**src/sv/cffdt_pkg.sv**
```systemverilog
package cffdt_pkg;

    // Field widths of the byte stream and of a token.
    localparam int BYTE_W  = 8;
    localparam int KIND_W  = 2;
    localparam int VALUE_W = 32;
    localparam int CODE_W  = 5;
    localparam int COUNT_W = 6;
    localparam int LEFT_W  = 3;
    localparam int PHASE_W = 2;

    // Default operand limit of the operand stack.
    localparam int MAX_OPERANDS_DEF = 48;

    // Packed output data width, rounded up to whole bytes.
    localparam int OUT_BITS   = VALUE_W + CODE_W + BYTE_W + COUNT_W
                                + VALUE_W + VALUE_W + 1;
    localparam int OUT_DATA_W = ((OUT_BITS + 7) / 8) * 8;

    // Parser phases.
    localparam logic [PHASE_W-1:0] PH_IDLE = 2'd0;
    localparam logic [PHASE_W-1:0] PH_INT  = 2'd1;
    localparam logic [PHASE_W-1:0] PH_REAL = 2'd2;
    localparam logic [PHASE_W-1:0] PH_ESC  = 2'd3;

    // Token kinds.
    localparam logic [KIND_W-1:0] KIND_INT      = 2'd0;
    localparam logic [KIND_W-1:0] KIND_REAL     = 2'd1;
    localparam logic [KIND_W-1:0] KIND_OPERATOR = 2'd2;
    localparam logic [KIND_W-1:0] KIND_RESERVED = 2'd3;

    // Lead bytes and limits of the DICT encoding.
    localparam logic [BYTE_W-1:0] OP_LAST      = 8'd21;
    localparam logic [BYTE_W-1:0] OP_ESCAPE    = 8'd12;
    localparam logic [BYTE_W-1:0] LEAD_SHORT   = 8'd28;
    localparam logic [BYTE_W-1:0] LEAD_LONG    = 8'd29;
    localparam logic [BYTE_W-1:0] LEAD_REAL    = 8'd30;
    localparam logic [BYTE_W-1:0] SMALL_FIRST  = 8'd32;
    localparam logic [BYTE_W-1:0] SMALL_LAST   = 8'd246;
    localparam logic [BYTE_W-1:0] POS_FIRST    = 8'd247;
    localparam logic [BYTE_W-1:0] POS_LAST     = 8'd250;
    localparam logic [BYTE_W-1:0] NEG_FIRST    = 8'd251;
    localparam logic [BYTE_W-1:0] NEG_LAST     = 8'd254;
    localparam logic [VALUE_W-1:0] SMALL_BIAS  = 32'd139;
    localparam logic [10:0]        WIDE_BIAS   = 11'd108;
    localparam logic [3:0]         REAL_END    = 4'hF;

    // Parser state kept between bytes.
    typedef struct packed {
        logic [PHASE_W-1:0] phase;
        logic [BYTE_W-1:0]  lead_byte;
        logic [VALUE_W-1:0] gathered;
        logic [LEFT_W-1:0]  bytes_left;
        logic [COUNT_W-1:0] count;
        logic [VALUE_W-1:0] newest;
        logic [VALUE_W-1:0] older;
        logic               overflow;
    } state_t;

    localparam state_t STATE_RESET = '0;

    // One completed token.
    typedef struct packed {
        logic [KIND_W-1:0]  kind;
        logic [VALUE_W-1:0] operand_value;
        logic [CODE_W-1:0]  op_code;
        logic [BYTE_W-1:0]  op_escape;
        logic [COUNT_W-1:0] operand_count;
        logic [VALUE_W-1:0] last_operand;
        logic [VALUE_W-1:0] prior_operand;
        logic               overflow;
    } token_t;

endpackage

```
**src/sv/cffdt_step.sv**
```systemverilog
module cffdt_step #(
    parameter int MAX_OPERANDS = cffdt_pkg::MAX_OPERANDS_DEF
) (
    input  cffdt_pkg::state_t                 state,
    input  logic [cffdt_pkg::BYTE_W-1:0]      byte_in,
    input  logic                              dict_end,
    output cffdt_pkg::state_t                 state_next,
    output logic                              tok_valid,
    output cffdt_pkg::token_t                 tok
);

    localparam logic [cffdt_pkg::COUNT_W-1:0] LIMIT = cffdt_pkg::COUNT_W'(MAX_OPERANDS);

    cffdt_pkg::state_t                    work;
    logic [cffdt_pkg::VALUE_W-1:0]        g_shift;
    logic [cffdt_pkg::LEFT_W-1:0]         left_dec;
    logic [cffdt_pkg::BYTE_W-1:0]         lead_off;
    logic [10:0]                          wide_mag;
    logic [cffdt_pkg::VALUE_W-1:0]        int_value;
    logic [cffdt_pkg::VALUE_W-1:0]        small_value;
    logic                                 push;
    logic [cffdt_pkg::VALUE_W-1:0]        push_value;
    logic [cffdt_pkg::KIND_W-1:0]         push_kind;
    logic                                 oper;
    logic [cffdt_pkg::CODE_W-1:0]         oper_code;
    logic [cffdt_pkg::BYTE_W-1:0]         oper_escape;
    logic                                 at_limit;

    // Value of a multi-byte integer once its last byte is in.
    always_comb
    begin
        g_shift  = {state.gathered[cffdt_pkg::VALUE_W-9:0], byte_in};
        left_dec = (state.bytes_left != '0) ? state.bytes_left - 1'b1 : '0;
        lead_off = state.lead_byte - cffdt_pkg::POS_FIRST;
        wide_mag = {1'b0, lead_off[1:0], g_shift[7:0]} + cffdt_pkg::WIDE_BIAS;
        case (state.lead_byte) inside
            [cffdt_pkg::POS_FIRST:cffdt_pkg::POS_LAST]:
                int_value = {21'b0, wide_mag};
            [cffdt_pkg::NEG_FIRST:cffdt_pkg::NEG_LAST]:
                int_value = '0 - {21'b0, wide_mag};
            cffdt_pkg::LEAD_SHORT:
                int_value = {{16{g_shift[15]}}, g_shift[15:0]};
            default:
                int_value = g_shift;
        endcase
        small_value = {24'b0, byte_in} - cffdt_pkg::SMALL_BIAS;
    end

    // Phase decode: what the byte completes and where the parser goes.
    always_comb
    begin
        work        = state;
        push        = 1'b0;
        push_value  = '0;
        push_kind   = cffdt_pkg::KIND_INT;
        oper        = 1'b0;
        oper_code   = '0;
        oper_escape = '0;
        case (state.phase)
            cffdt_pkg::PH_INT:
            begin
                work.gathered   = g_shift;
                work.bytes_left = left_dec;
                if (left_dec == '0)
                begin
                    work.phase = cffdt_pkg::PH_IDLE;
                    push       = 1'b1;
                    push_value = int_value;
                end
            end
            cffdt_pkg::PH_REAL:
            begin
                if (byte_in[7:4] == cffdt_pkg::REAL_END || byte_in[3:0] == cffdt_pkg::REAL_END)
                begin
                    work.phase = cffdt_pkg::PH_IDLE;
                    push       = 1'b1;
                    push_kind  = cffdt_pkg::KIND_REAL;
                end
            end
            cffdt_pkg::PH_ESC:
            begin
                work.phase  = cffdt_pkg::PH_IDLE;
                oper        = 1'b1;
                oper_code   = cffdt_pkg::OP_ESCAPE[cffdt_pkg::CODE_W-1:0];
                oper_escape = byte_in;
            end
            default:
            begin
                work.phase = cffdt_pkg::PH_IDLE;
                case (byte_in) inside
                    cffdt_pkg::OP_ESCAPE:
                        work.phase = cffdt_pkg::PH_ESC;
                    [8'd0:cffdt_pkg::OP_LAST]:
                    begin
                        oper      = 1'b1;
                        oper_code = byte_in[cffdt_pkg::CODE_W-1:0];
                    end
                    [cffdt_pkg::SMALL_FIRST:cffdt_pkg::SMALL_LAST]:
                    begin
                        push       = 1'b1;
                        push_value = small_value;
                    end
                    [cffdt_pkg::POS_FIRST:cffdt_pkg::NEG_LAST]:
                    begin
                        work.phase      = cffdt_pkg::PH_INT;
                        work.lead_byte  = byte_in;
                        work.gathered   = '0;
                        work.bytes_left = 3'd1;
                    end
                    cffdt_pkg::LEAD_SHORT, cffdt_pkg::LEAD_LONG:
                    begin
                        work.phase      = cffdt_pkg::PH_INT;
                        work.lead_byte  = byte_in;
                        work.gathered   = '0;
                        work.bytes_left = (byte_in == cffdt_pkg::LEAD_SHORT) ? 3'd2 : 3'd4;
                    end
                    cffdt_pkg::LEAD_REAL:
                    begin
                        work.phase     = cffdt_pkg::PH_REAL;
                        work.lead_byte = byte_in;
                    end
                    default:
                    begin
                        push      = 1'b1;
                        push_kind = cffdt_pkg::KIND_RESERVED;
                    end
                endcase
            end
        endcase
    end

    // Operand push, operator clear, token build and end-of-dictionary reset.
    always_comb
    begin
        at_limit   = (state.count >= LIMIT);
        state_next = work;
        tok_valid  = push | oper;
        tok        = '0;
        if (push)
        begin
            state_next.count    = at_limit ? state.count : state.count + 1'b1;
            state_next.overflow = state.overflow | at_limit;
            state_next.older    = state.newest;
            state_next.newest   = push_value;
            tok.kind            = push_kind;
            tok.operand_value   = (push_kind == cffdt_pkg::KIND_INT) ? push_value : '0;
            tok.operand_count   = state_next.count;
            tok.last_operand    = push_value;
            tok.prior_operand   = state.newest;
            tok.overflow        = state_next.overflow;
        end
        else if (oper)
        begin
            tok.kind            = cffdt_pkg::KIND_OPERATOR;
            tok.op_code         = oper_code;
            tok.op_escape       = oper_escape;
            tok.operand_count   = state.count;
            tok.last_operand    = state.newest;
            tok.prior_operand   = state.older;
            tok.overflow        = state.overflow;
            state_next.count    = '0;
            state_next.overflow = 1'b0;
            state_next.newest   = '0;
            state_next.older    = '0;
        end
        if (dict_end)
        begin
            state_next = cffdt_pkg::STATE_RESET;
        end
    end

endmodule

```
**src/sv/cff_dict_tokenizer.sv**
```systemverilog
// CFF DICT tokenizer. One dictionary byte is taken per clock cycle, with no
// gaps needed between bytes: the whole parser update for a byte is a single
// registered step. A byte that completes a token (integer, real, reserved
// byte or operator) yields one result transaction; other bytes yield none.
// The output register is backed by a one-entry skid stage, so input keeps
// flowing while a result waits, and the input stalls only when both hold
// results. The tlast byte closes the dictionary and returns the operand
// count and kept operands to zero.
module cff_dict_tokenizer #(
    parameter int MAX_OPERANDS = cffdt_pkg::MAX_OPERANDS_DEF
) (
    input  logic                               clk,
    input  logic                               rst_n,
    input  logic                               s_axis_tvalid,
    output logic                               s_axis_tready,
    input  logic [7:0]                         s_axis_tdata,  // byte_in
    input  logic                               s_axis_tlast,  // dict_end
    output logic                               m_axis_tvalid,
    input  logic                               m_axis_tready,
    // operand_value, op_code, op_escape, operand_count, last_operand,
    // prior_operand, overflow, zero fill
    output logic [cffdt_pkg::OUT_DATA_W-1:0]   m_axis_tdata,
    output logic [cffdt_pkg::KIND_W-1:0]       m_axis_tuser   // kind
);

    cffdt_pkg::state_t state_reg;
    cffdt_pkg::state_t state_next;
    cffdt_pkg::token_t tok;
    logic              tok_valid;
    logic              in_fire;
    logic              out_free;

    cffdt_pkg::token_t out_reg;
    cffdt_pkg::token_t out_next;
    logic              out_valid_reg;
    logic              out_valid_next;
    cffdt_pkg::token_t skid_reg;
    cffdt_pkg::token_t skid_next;
    logic              skid_valid_reg;
    logic              skid_valid_next;

    cffdt_step #(
        .MAX_OPERANDS(MAX_OPERANDS)
    ) u_step (
        .state      (state_reg),
        .byte_in    (s_axis_tdata),
        .dict_end   (s_axis_tlast),
        .state_next (state_next),
        .tok_valid  (tok_valid),
        .tok        (tok)
    );

    assign s_axis_tready = ~skid_valid_reg;
    assign in_fire       = s_axis_tvalid & s_axis_tready;
    assign out_free      = ~out_valid_reg | m_axis_tready;

    // Parser state advances on every input transaction.
    always_ff @(posedge clk or negedge rst_n)
    begin
        if (!rst_n)
        begin
            state_reg <= cffdt_pkg::STATE_RESET;
        end
        else if (in_fire)
        begin
            state_reg <= state_next;
        end
    end

    // Output register and skid stage steering.
    always_comb
    begin
        out_next        = out_reg;
        out_valid_next  = out_valid_reg;
        skid_next       = skid_reg;
        skid_valid_next = skid_valid_reg;
        if (out_free)
        begin
            if (skid_valid_reg)
            begin
                out_next        = skid_reg;
                out_valid_next  = 1'b1;
                skid_valid_next = 1'b0;
            end
            else if (in_fire && tok_valid)
            begin
                out_next       = tok;
                out_valid_next = 1'b1;
            end
            else
            begin
                out_valid_next = 1'b0;
            end
        end
        else if (in_fire && tok_valid)
        begin
            skid_next       = tok;
            skid_valid_next = 1'b1;
        end
    end

    always_ff @(posedge clk or negedge rst_n)
    begin
        if (!rst_n)
        begin
            out_valid_reg  <= 1'b0;
            skid_valid_reg <= 1'b0;
        end
        else
        begin
            out_valid_reg  <= out_valid_next;
            skid_valid_reg <= skid_valid_next;
        end
    end

    always_ff @(posedge clk)
    begin
        out_reg  <= out_next;
        skid_reg <= skid_next;
    end

    // Pack the result fields onto the output bus.
    assign m_axis_tvalid = out_valid_reg;
    assign m_axis_tuser  = out_reg.kind;
    assign m_axis_tdata  = {
        {(cffdt_pkg::OUT_DATA_W - cffdt_pkg::OUT_BITS){1'b0}},
        out_reg.overflow,
        out_reg.prior_operand,
        out_reg.last_operand,
        out_reg.operand_count,
        out_reg.op_escape,
        out_reg.op_code,
        out_reg.operand_value
    };

endmodule

```
**config.mk**
```make
export PLATFORM = sky130hd
export DESIGN_NAME = cff_dict_tokenizer
export DESIGN_NICKNAME = d
export VERILOG_FILES = /design/src/sv/cffdt_pkg.sv /design/src/sv/cffdt_step.sv /design/src/sv/cff_dict_tokenizer.sv
export SDC_FILE = /design/constraint.sdc
export NUM_CORES = 1
export LEC_CHECK = 0
export CAP_MARGIN = 20
export CELL_PAD_IN_SITES_DETAIL_PLACEMENT = 1
export CELL_PAD_IN_SITES_GLOBAL_PLACEMENT = 1
export CORE_AREA = 2 2 234 167
export DETAILED_ROUTE_END_ITERATION = 6
export DIE_AREA = 0 0 236 169
export DONT_BUFFER_PORTS = 1
export GPL_TIMING_DRIVEN = 1
export HOLD_SLACK_MARGIN = 0.03
export PLACE_DENSITY_LB_ADDON = 0.1
export SETUP_SLACK_MARGIN = 0.1
export SLEW_MARGIN = 30
export SYNTH_ARGS = -nofsm -noshare
export SYNTH_HDL_FRONTEND = slang
export SYNTH_SLANG_ARGS = --single-unit
```
**constraint.sdc**
```tcl
create_clock -name clk -period 28.2 [get_ports clk]
set_input_delay 1.41 -clock clk [delete_from_list [all_inputs] [get_ports clk]]
set_output_delay 1.41 -clock clk [all_outputs]
set_load 0.05 [all_outputs]
```
# After elaboration in Yosys (flattened, before gate mapping)

Cells that the tools add are included.

Add/sub/neg operators: 6
Order comparisons: 11
Equality and inequality tests: 20
Muxes and demuxes: 73
Bitwise logic cells: 7
Reductions and logical operators: 26

Operator list:

| cell                    | number |
|---|---|
| $mux W32                | 9 |
| $mux W118               | 2 |
| $mux W71                | 3 |
| $mux W35                | 5 |
| $mux W116               | 1 |
| $mux W84                | 1 |
| $pmux W35 S2            | 1 |
| $mux W8                 | 8 |
| $pmux W32 S2            | 1 |
| $eq A8 B5 Y1 const B    | 4 |
| $le A8 B8 Y1 const B    | 4 |
| $mux W2                 | 16 |
| $ge A8 B8 Y1 const B    | 3 |
| $mux W1                 | 15 |
| $mux W13                | 1 |
| $reduce_and A6 Y1       | 2 |
| $sub A1 B11 Y12 const A | 1 |
| $add A10 B7 Y11 const B | 1 |
| $mux W5                 | 2 |
| $pmux W5 S2             | 1 |
| $ne A3 B3 Y1 const B    | 3 |
| $sub A8 B8 Y9 const B   | 1 |
| $eq A4 B4 Y1 const B    | 2 |
| $eq A8 B4 Y1 const B    | 1 |
| other kinds (32)        | 55 |

Register bits after elaboration: 346
Input port bits: 13
Output and inout port bits: 124
Word-level logic and storage cells: 169

# Longest topological paths before layout

Gate-level depths: netlist (run 1).

Depth after elaboration: 13
Mapped depth: 13
Gate-level depth less buffers: 10

# By module

A second synthesis (run 1) with hierarchy kept.

Cells, all modules: 1450
Area, all modules: 17549.3 µm²

Modules (own cells, without submodules):

| module             | times used | cells each | area each (µm²) | sequential area each (µm²) |
|---|---|---|---|---|
| cff_dict_tokenizer | 1          | 629        | 13130.1         | 10039.6 |
| cffdt_step         | 1          | 821        | 4419.2          | 0.0 |

# Worst setup path after synthesis (run 1)

Ideal clock, no wire load.

Kind: input to register
Start point: in s_axis_tdata[3]
End point: reg skid_reg[0] (netlist name) (enable)
Setup time: 0.739 ns
Arrival: 11.208 ns
Data required time: 27.461 ns
Slack: 16.253 ns
Stages on the path: 11
Path buffers: 2
Path through: buf_2 -> inv_2 -> ha_1 -> nand2b_1 -> a221o_1 -> nand2_1 -> o2111ai_2 -> nand2_1 -> clkbuf_1 -> nor2_1 -> nor3_1

Word-level cells in the longest chain between the ends: 11
Elaborated cells on any way between the ends: 30
Classes of those cells: 6 x order compare; 5 x eq/ne; 11 x mux; 1 x bitwise; 7 x reduce/logical

Ends and longest elaborated chain:

| what                                                                 | RTL line                  | text |
|---|---|---|
| from (decl)                                                          | cff_dict_tokenizer.sv:16  | `input logic [7:0] s_axis_tdata,` |
| parallel branches: the longest is 8 deep, another holds $ge A8 B8 Y1 | -                         |  |
| $or A1 B1 Y1 (*)                                                     | cffdt_step.sv:137         | `tok_valid = push \| oper;` |
| $logic_and A1 B1 Y1 (*)                                              | cff_dict_tokenizer.sv:95  | `else if (in_fire && tok_valid)` |
| $reduce_and A2 Y1 (no source line) (*)                               | -                         |  |
| to (signal assigned)                                                 | cff_dict_tokenizer.sv:119 | `skid_reg <= skid_next;` |
| to (decl)                                                            | cff_dict_tokenizer.sv:37  | `cffdt_pkg::token_t skid_reg;` |

Mark *: on every way between the ends.
A chain may end at the register's enable or synchronous reset.

# Worst setup path in the final report (run 1)

Start point: in s_axis_tdata[1]
End point: reg skid_reg[45] (netlist name) (enable)

The elaborated chain is that of the path after synthesis.

==> results of run 1 <==
## synth_stat cells, types with 8 or more instances
master	number	area, um2
dfrtp_1	110	2750
a31o_2	26	228
and3_1	8	50.1
nor2_1	75	282
a31oi_1	15	93.8
a21oi_1	41	205
nand2_1	137	514
o31ai_1	12	90.1
nor2b_1	29	181
ha_1	13	163
a21o_1	26	195
o21ai_1	36	180
nor3_1	13	65.1
buf_4	11	82.6
clkbuf_1	43	161
and2_1	8	50.1
mux2_2	79	890
buf_2	25	125
a22o_1	83	727
edfxtp_1	236	7090
nand2b_1	11	68.8
o21ai_0	53	265
nand3_1	14	70.1
inv_1	18	67.6
## placed cells by master, fill, tap and decap left out, drive strengths merged, types with 5 or more instances in the layout
cell / n
and3: 8
nand2b: 11
a21oi: 42
clkbuf: 49
ha: 13
nor3: 13
inv: 20
clkinv: 18
o21ai: 90
o211ai: 7
a22o: 83
o31ai: 12
mux2: 79
nand2: 138
buf: 21
o21a: 6
and2: 9
a31o: 26
nand3: 14
edfxtp: 236
a21o: 26
a32o: 5
a31oi: 15
nor2b: 29
dfrtp: 110
nor2: 76
mux2i: 5
## routing by layer
| layer | wire length (um) | up-vias |
|---|---|---|
| li1 | - | 4655 |
| met1 | 22400 | 5454 |
| met4 | 847 | 0 |
| met5 | 0 | - |
| met3 | 1930 | 56 |
| met2 | 19000 | 211 |
## critical path, cell delays in order
cell and delay [ns]:
inv_1 0.17, ha_1 0.36, nand2b_1 0.15, a221o_1 0.17, or4b_1 0.64, nand2_2 0.14
buf_4 0.67, nor2_1 0.27, nor3_2 0.27, buf_4 0.54, buf_4 0.60
## cells by family (layout without fill, tap and decap cells)
| family | Yosys count | in the layout | synth area share (%) |
|---|---|---|---|
| other | 1 | 4 | 0.0240 |
| DFF | 346 | 346 | 63.0 |
| muxes | 84 | 84 | 6.01 |
| xor gates and xnor gates | 8 | 8 | 0.448 |
| buffers and inverters | 104 | 109 | 2.97 |
| and+or+nand+nor | 332 | 332 | 10.0 |
| AOI/OAI and AO/OA | 359 | 359 | 16.5 |
| adders and majority gates | 13 | 13 | 1.04 |
## area by class of cell
| type | instances | share of cell area [%] |
|---|---|---|
| flip-flops and latches | 346 | 57.1 |
| multi-input cells | 800 | 31.3 |
| clock buffers | 49 | 5.82 |
| clock inverters | 19 | 0.792 |
| inverters | 20 | 0.450 |
| well taps | 496 | 3.60 |
| repair buffers | 21 | 0.915 |
## worst min-delay path by stage
stage	startpoint	to	cells past startpoint
2_1_floorplan	state_reg[0]	state_reg[0]	2
3_3_place_gp	state_reg[13]	state_reg[13]	1
3_5_place_dp	state_reg[19]	state_reg[19]	1
4_1_cts	state_reg[19]	state_reg[19]	1
5_1_grt	state_reg[17]	state_reg[17]	1
6_report	state_reg[20]	state_reg[20]	1
## per-stage QoR
step | worst slack (ns) | area (um2)
after floorplan | 16.25 | 15600
after global placement | 22.44 | 16100
after detailed placement | 22.29 | 16100
after CTS | 22.86 | 17200
after global routing | 22.57 | 17200
final | 22.91 | 17200
## power groups by stage
stage / clock network (mW) / registers [mW] / logic (mW)
CTS: 0.477 / 0.998 / 0.401
detailed placement: 0 / 1.01 / 0.397
global route: 0.497 / 1.01 / 0.435
global placement: 0 / 1.00 / 0.390
finish: 0.464 / 0.997 / 0.397
floorplan: 0 / 0.984 / 0.273
==> out/qor.yml, run 1 <==
status: "complete, no violations"
cts_sinks: 346
grt_max_degree: 111
hold_buffers: 0
grt_usage_pct: 22.1
coreArea_mm2: 0.0378
final_nets: 1252
dr.first_iter.drc_count: 743
multi_input_area_mm2: 0.00540
utilization_pct: 45.6
overflow: 0
clkLatencyLatePin_ns: 0.54
cts_tree: "done"
crit_end: "skid_reg[45]"
met1_usage_pct: 34.3
grtUsageMet3_pct: 3.83
combPwrFrac_pct: 21.4
clockRootBuffer: "clkbuf_16"
layoutNonFillerInstCount: 1751
ant_nets: 0
p_sw_share_pct: 39.6
maxCapViolCount: 0
synthArstFlopShare_pct: 31.8
p_total_mw: 1.86
synthCells: 1247
p_seq_share_pct: 53.7
slew_viol_final: 0
portBuffers: 0
ys_types: 81
die_area_mm2: 0.0399
fmax_mhz: 189
cts_buffer_depth: 3
hp-class: "reg -> reg"
tns_ns: 0
synth_edf_count: 236
grt_pass1_wl_um: 67600
start_kind: "input port"
grt_pass1_vias: 10300
fin_skew_ns: 0.0194
period_minus_slack_ns: 5.29
vias: 10400
critPathKind: "in -> reg"
required_ns: 28.37
postCtsSetupBuffers: 0
n_antenna_cell: 0
start_util_pct: 41.4
antenna_found_initial: 0
reg2regPathDepth: 8
met2_usage_pct: 32.1
power.density_mw_per_mm2: 108
die_w_um: 236
drt_wl_total_um: 44200
gp_congestion: 0.877
setup_viol: 0
htree_levels: 2
clk_pin_slew_ns: 0.06
power_frac_clock_pct: 25.0
ys_ff_latch: 346
fin_crit_sh_pct: 18.8
whs_ns: 0.500
p_leak_nw: 6.78
worst_pin_slew_ns: 1.01
r2r-end: "skid_reg[45]"
syn_avg_cell_area_um2: 12.5
end_kind: "flop"
seq_area_mm2: 0.00984
n_fill_cell: 3892
pin_count: 137
grt_setup_unrepaired: "false"
timing.rr.start: "state_reg[115]"
areaGrowthSynthToFinish_pct: 10.2
ys_seq_area_share_pct: 63.0
internal_power_mw: 1.12
synth_ff_type: "edfxtp_1"
synth_area_mm2: 0.0156
gr-max-usage-layer: "met1"
first_pass_iters: 4
post_drt_via_cell_ratio: 5.93
dp_hpwl_um: 29100
r2r_setup_slack_ns: 23.53
die_h_um: 169
slew_headroom_pct: 32.8
cts_buffers: 37
hold_viol_final: 0
dp_cells: 1683
synth_warnings: 0
critPathMaxFanout: 72
largest_register_ffs: 118
critPathArrivalTime_ns: 5.46
route.detailed.drc: 0
wl_per_cell_um: 25.3
ir_worst_vdd_v: 0.0000445
cts_resized: 0
p_switching_mw: 0.736
rows: 60
startpoint: "s_axis_tdata[1]"
drive_gt1_share_pct: 15.7
(Power assumes the default switching activity.)
==> run 2, diff against run 1 <==
clock period = 5.3 ns   (was 28.2 ns; I/O delays follow)
==> out/qor.yml, run 2 (synthesized netlist as in run 1, its figures left out) <==
power.density_mw_per_mm2: 567  # was 108 mW/mm2
layout_commonest_cell: "edfxtp_1"  # unchanged
setup_viol: 0  # unchanged
grt_max_degree: 111  # unchanged
first_pass_iters: 7  # was 4
tns_ns: 0  # unchanged
hold_viol_final: 0  # unchanged
hp-class: "in -> reg"  # was reg -> reg
r2r_setup_slack_ns: 1.16  # was 23.53 ns
ir_worst_vdd_v: 0.000213  # was 0.0000445 V
vias: 10500  # was 10400
status: "complete, no violations"  # unchanged
cts_sinks: 346  # unchanged
crit_end: "m_axis_tdata[28]"  # was skid_reg[45]
grt_pass1_vias: 10500  # was 10300
p_seq_share_pct: 53.2  # was 53.7%
combPwrFrac_pct: 22.2  # was 21.4%
gp_congestion: 0.849  # was 0.877
dp_hpwl_um: 29100  # about the same
period_minus_slack_ns: 4.14
n_antenna_cell: 0  # unchanged
route.detailed.drc: 0  # unchanged
slew_viol_final: 0  # unchanged
fin_skew_ns: 0.0126  # was 0.0194 ns
internal_power_mw: 5.98  # was 1.12 mW
critPathArrivalTime_ns: 4.35  # was 5.46 ns
grt_pass1_wl_um: 68400  # was 67600 um
whs_ns: 0.0590  # was 0.500 ns
die_area_mm2: 0.0399  # unchanged
critPathKind: "reg -> reg"  # was in -> reg
worst_pin_slew_ns: 0.979  # was 1.01 ns
start_util_pct: 41.4  # unchanged
die_w_um: 236  # unchanged
layout_common_cells: "236 x edfxtp_1, 136 x nand2_1, 109 x dfrtp_1"  # was 236 x edfxtp_1, 137 x nand2_1, 109 x dfrtp_1
timing.rr.start: "state_reg[115]"  # unchanged
areaGrowthSynthToFinish_pct: 12.3  # was 10.2%
slew_headroom_pct: 34.2  # was 32.8%
post_drt_via_cell_ratio: 5.95  # was 5.93
r2r-end: "m_axis_tdata[28]"  # was skid_reg[45]
postCtsSetupBuffers: 0  # unchanged
htree_levels: 2  # unchanged
ant_nets: 0  # unchanged
critPathMaxFanout: 39  # was 72
reg2regPathDepth: 7  # was 8
power_frac_clock_pct: 24.6  # was 25.0%
clockRootBuffer: "clkbuf_16"  # unchanged
cts_tree: "done"  # unchanged
dr.first_iter.drc_count: 894  # was 743
p_sw_share_pct: 39.9  # was 39.6%
grt_usage_pct: 22.3  # was 22.1%
grt_setup_unrepaired: "false"  # unchanged
p_total_mw: 9.95  # was 1.86 mW
maxCapViolCount: 0  # unchanged
rows: 60  # unchanged
fin_crit_sh_pct: 78.1
drt_wl_total_um: 44800  # was 44200 um
drive_gt1_share_pct: 16.8  # was 15.7%
startpoint: "state_reg[115]"  # was s_axis_tdata[1]
portBuffers: 0  # unchanged
pin_count: 137  # unchanged
cts_buffer_depth: 3  # unchanged
p_switching_mw: 3.97  # was 0.736 mW
clk_pin_slew_ns: 0.06  # about the same
coreArea_mm2: 0.0378  # unchanged
largest_register_ffs: 118  # unchanged
overflow: 0  # unchanged
p_leak_nw: 6.92  # was 6.78 nW
final_nets: 1276  # was 1252
cts_buffers: 37  # unchanged
end_kind: "flop"  # unchanged
wl_per_cell_um: 25.3  # about the same
start_kind: "flop"  # was input port
antenna_found_initial: 1  # was 0
required_ns: 5.51  # was 28.37 ns
die_h_um: 169  # unchanged
clkLatencyLatePin_ns: 0.54  # about the same
fmax_mhz: 242
[run 2: metal layers]
layer | wire [um] | share of wire (%) | global-route usage [%]
met5 | 13 | 0.029 | 0
met4 | 998 | 2.2 | 5.95
met3 | 2220 | 5.0 | 4.03
met2 | 19200 | 43 | 32.2
met1 | 22400 | 50 | 34.4
[run 2: per-stage QoR]
stage	setup slack, ns	instance area (um2)	util, %	instances
2_1_floorplan	0.119	15700	-	1250
5_1_grt	0.983	17500	46.5	1774
4_1_cts	1.14	17500	46.4	1772
6_report	1.16	17500	46.5	1774
3_3_place_gp	1.25	16300	43.0	1692
3_5_place_dp	1.11	16300	43.0	1692
[run 2: worst max-delay path, cell delays in order (launching register included)]
cell and delay, ns:
dfrtp_1 0.56, or2_2 0.46, or4b_1 0.74, nand2_4 0.45
or3_1 0.32, a21oi_1 0.18, a21oi_4 0.70, buf_12 0.32
[run 2: worst min-delay path by stage]
stage,startpoint,endpoint,slack (ns),cells after the start
6_report,s_axis_tdata[3],skid_reg[74],0.06,2
4_1_cts,s_axis_tlast,state_reg[36],0.04,2
3_5_place_dp,rst_n,state_reg[60],-0.02,0
2_1_floorplan,rst_n,m_axis_tvalid,-0.03,0
5_1_grt,s_axis_tlast,state_reg[37],0.04,2
3_3_place_gp,rst_n,state_reg[97],-0.02,0
[run 2: area by class of cell]
class	count	area (um2)
fill	3892	20200
inverter	20	77.6
sequential	346	9840
tap	496	621
multi-input combinational	800	5410
clock buffer	44	962
timing repair buffer	45	467
clock inverter	23	168
[run 2: timing repair]
item / CTS / global route
hold endpoints to repair: 132 / 0
gates resized for setup: 0 / 0
hold buffers: 13 / 0
[run 2: power groups by stage]
stage / sequential, mW / combinational [mW] / clock, mW
final: 5.29 / 2.21 / 2.45
after global routing: 5.35 / 2.42 / 2.62
after CTS: 5.30 / 2.23 / 2.52
after detailed placement: 5.34 / 2.17 / 0
after global placement: 5.31 / 2.14 / 0
after floorplan: 5.18 / 1.47 / 0
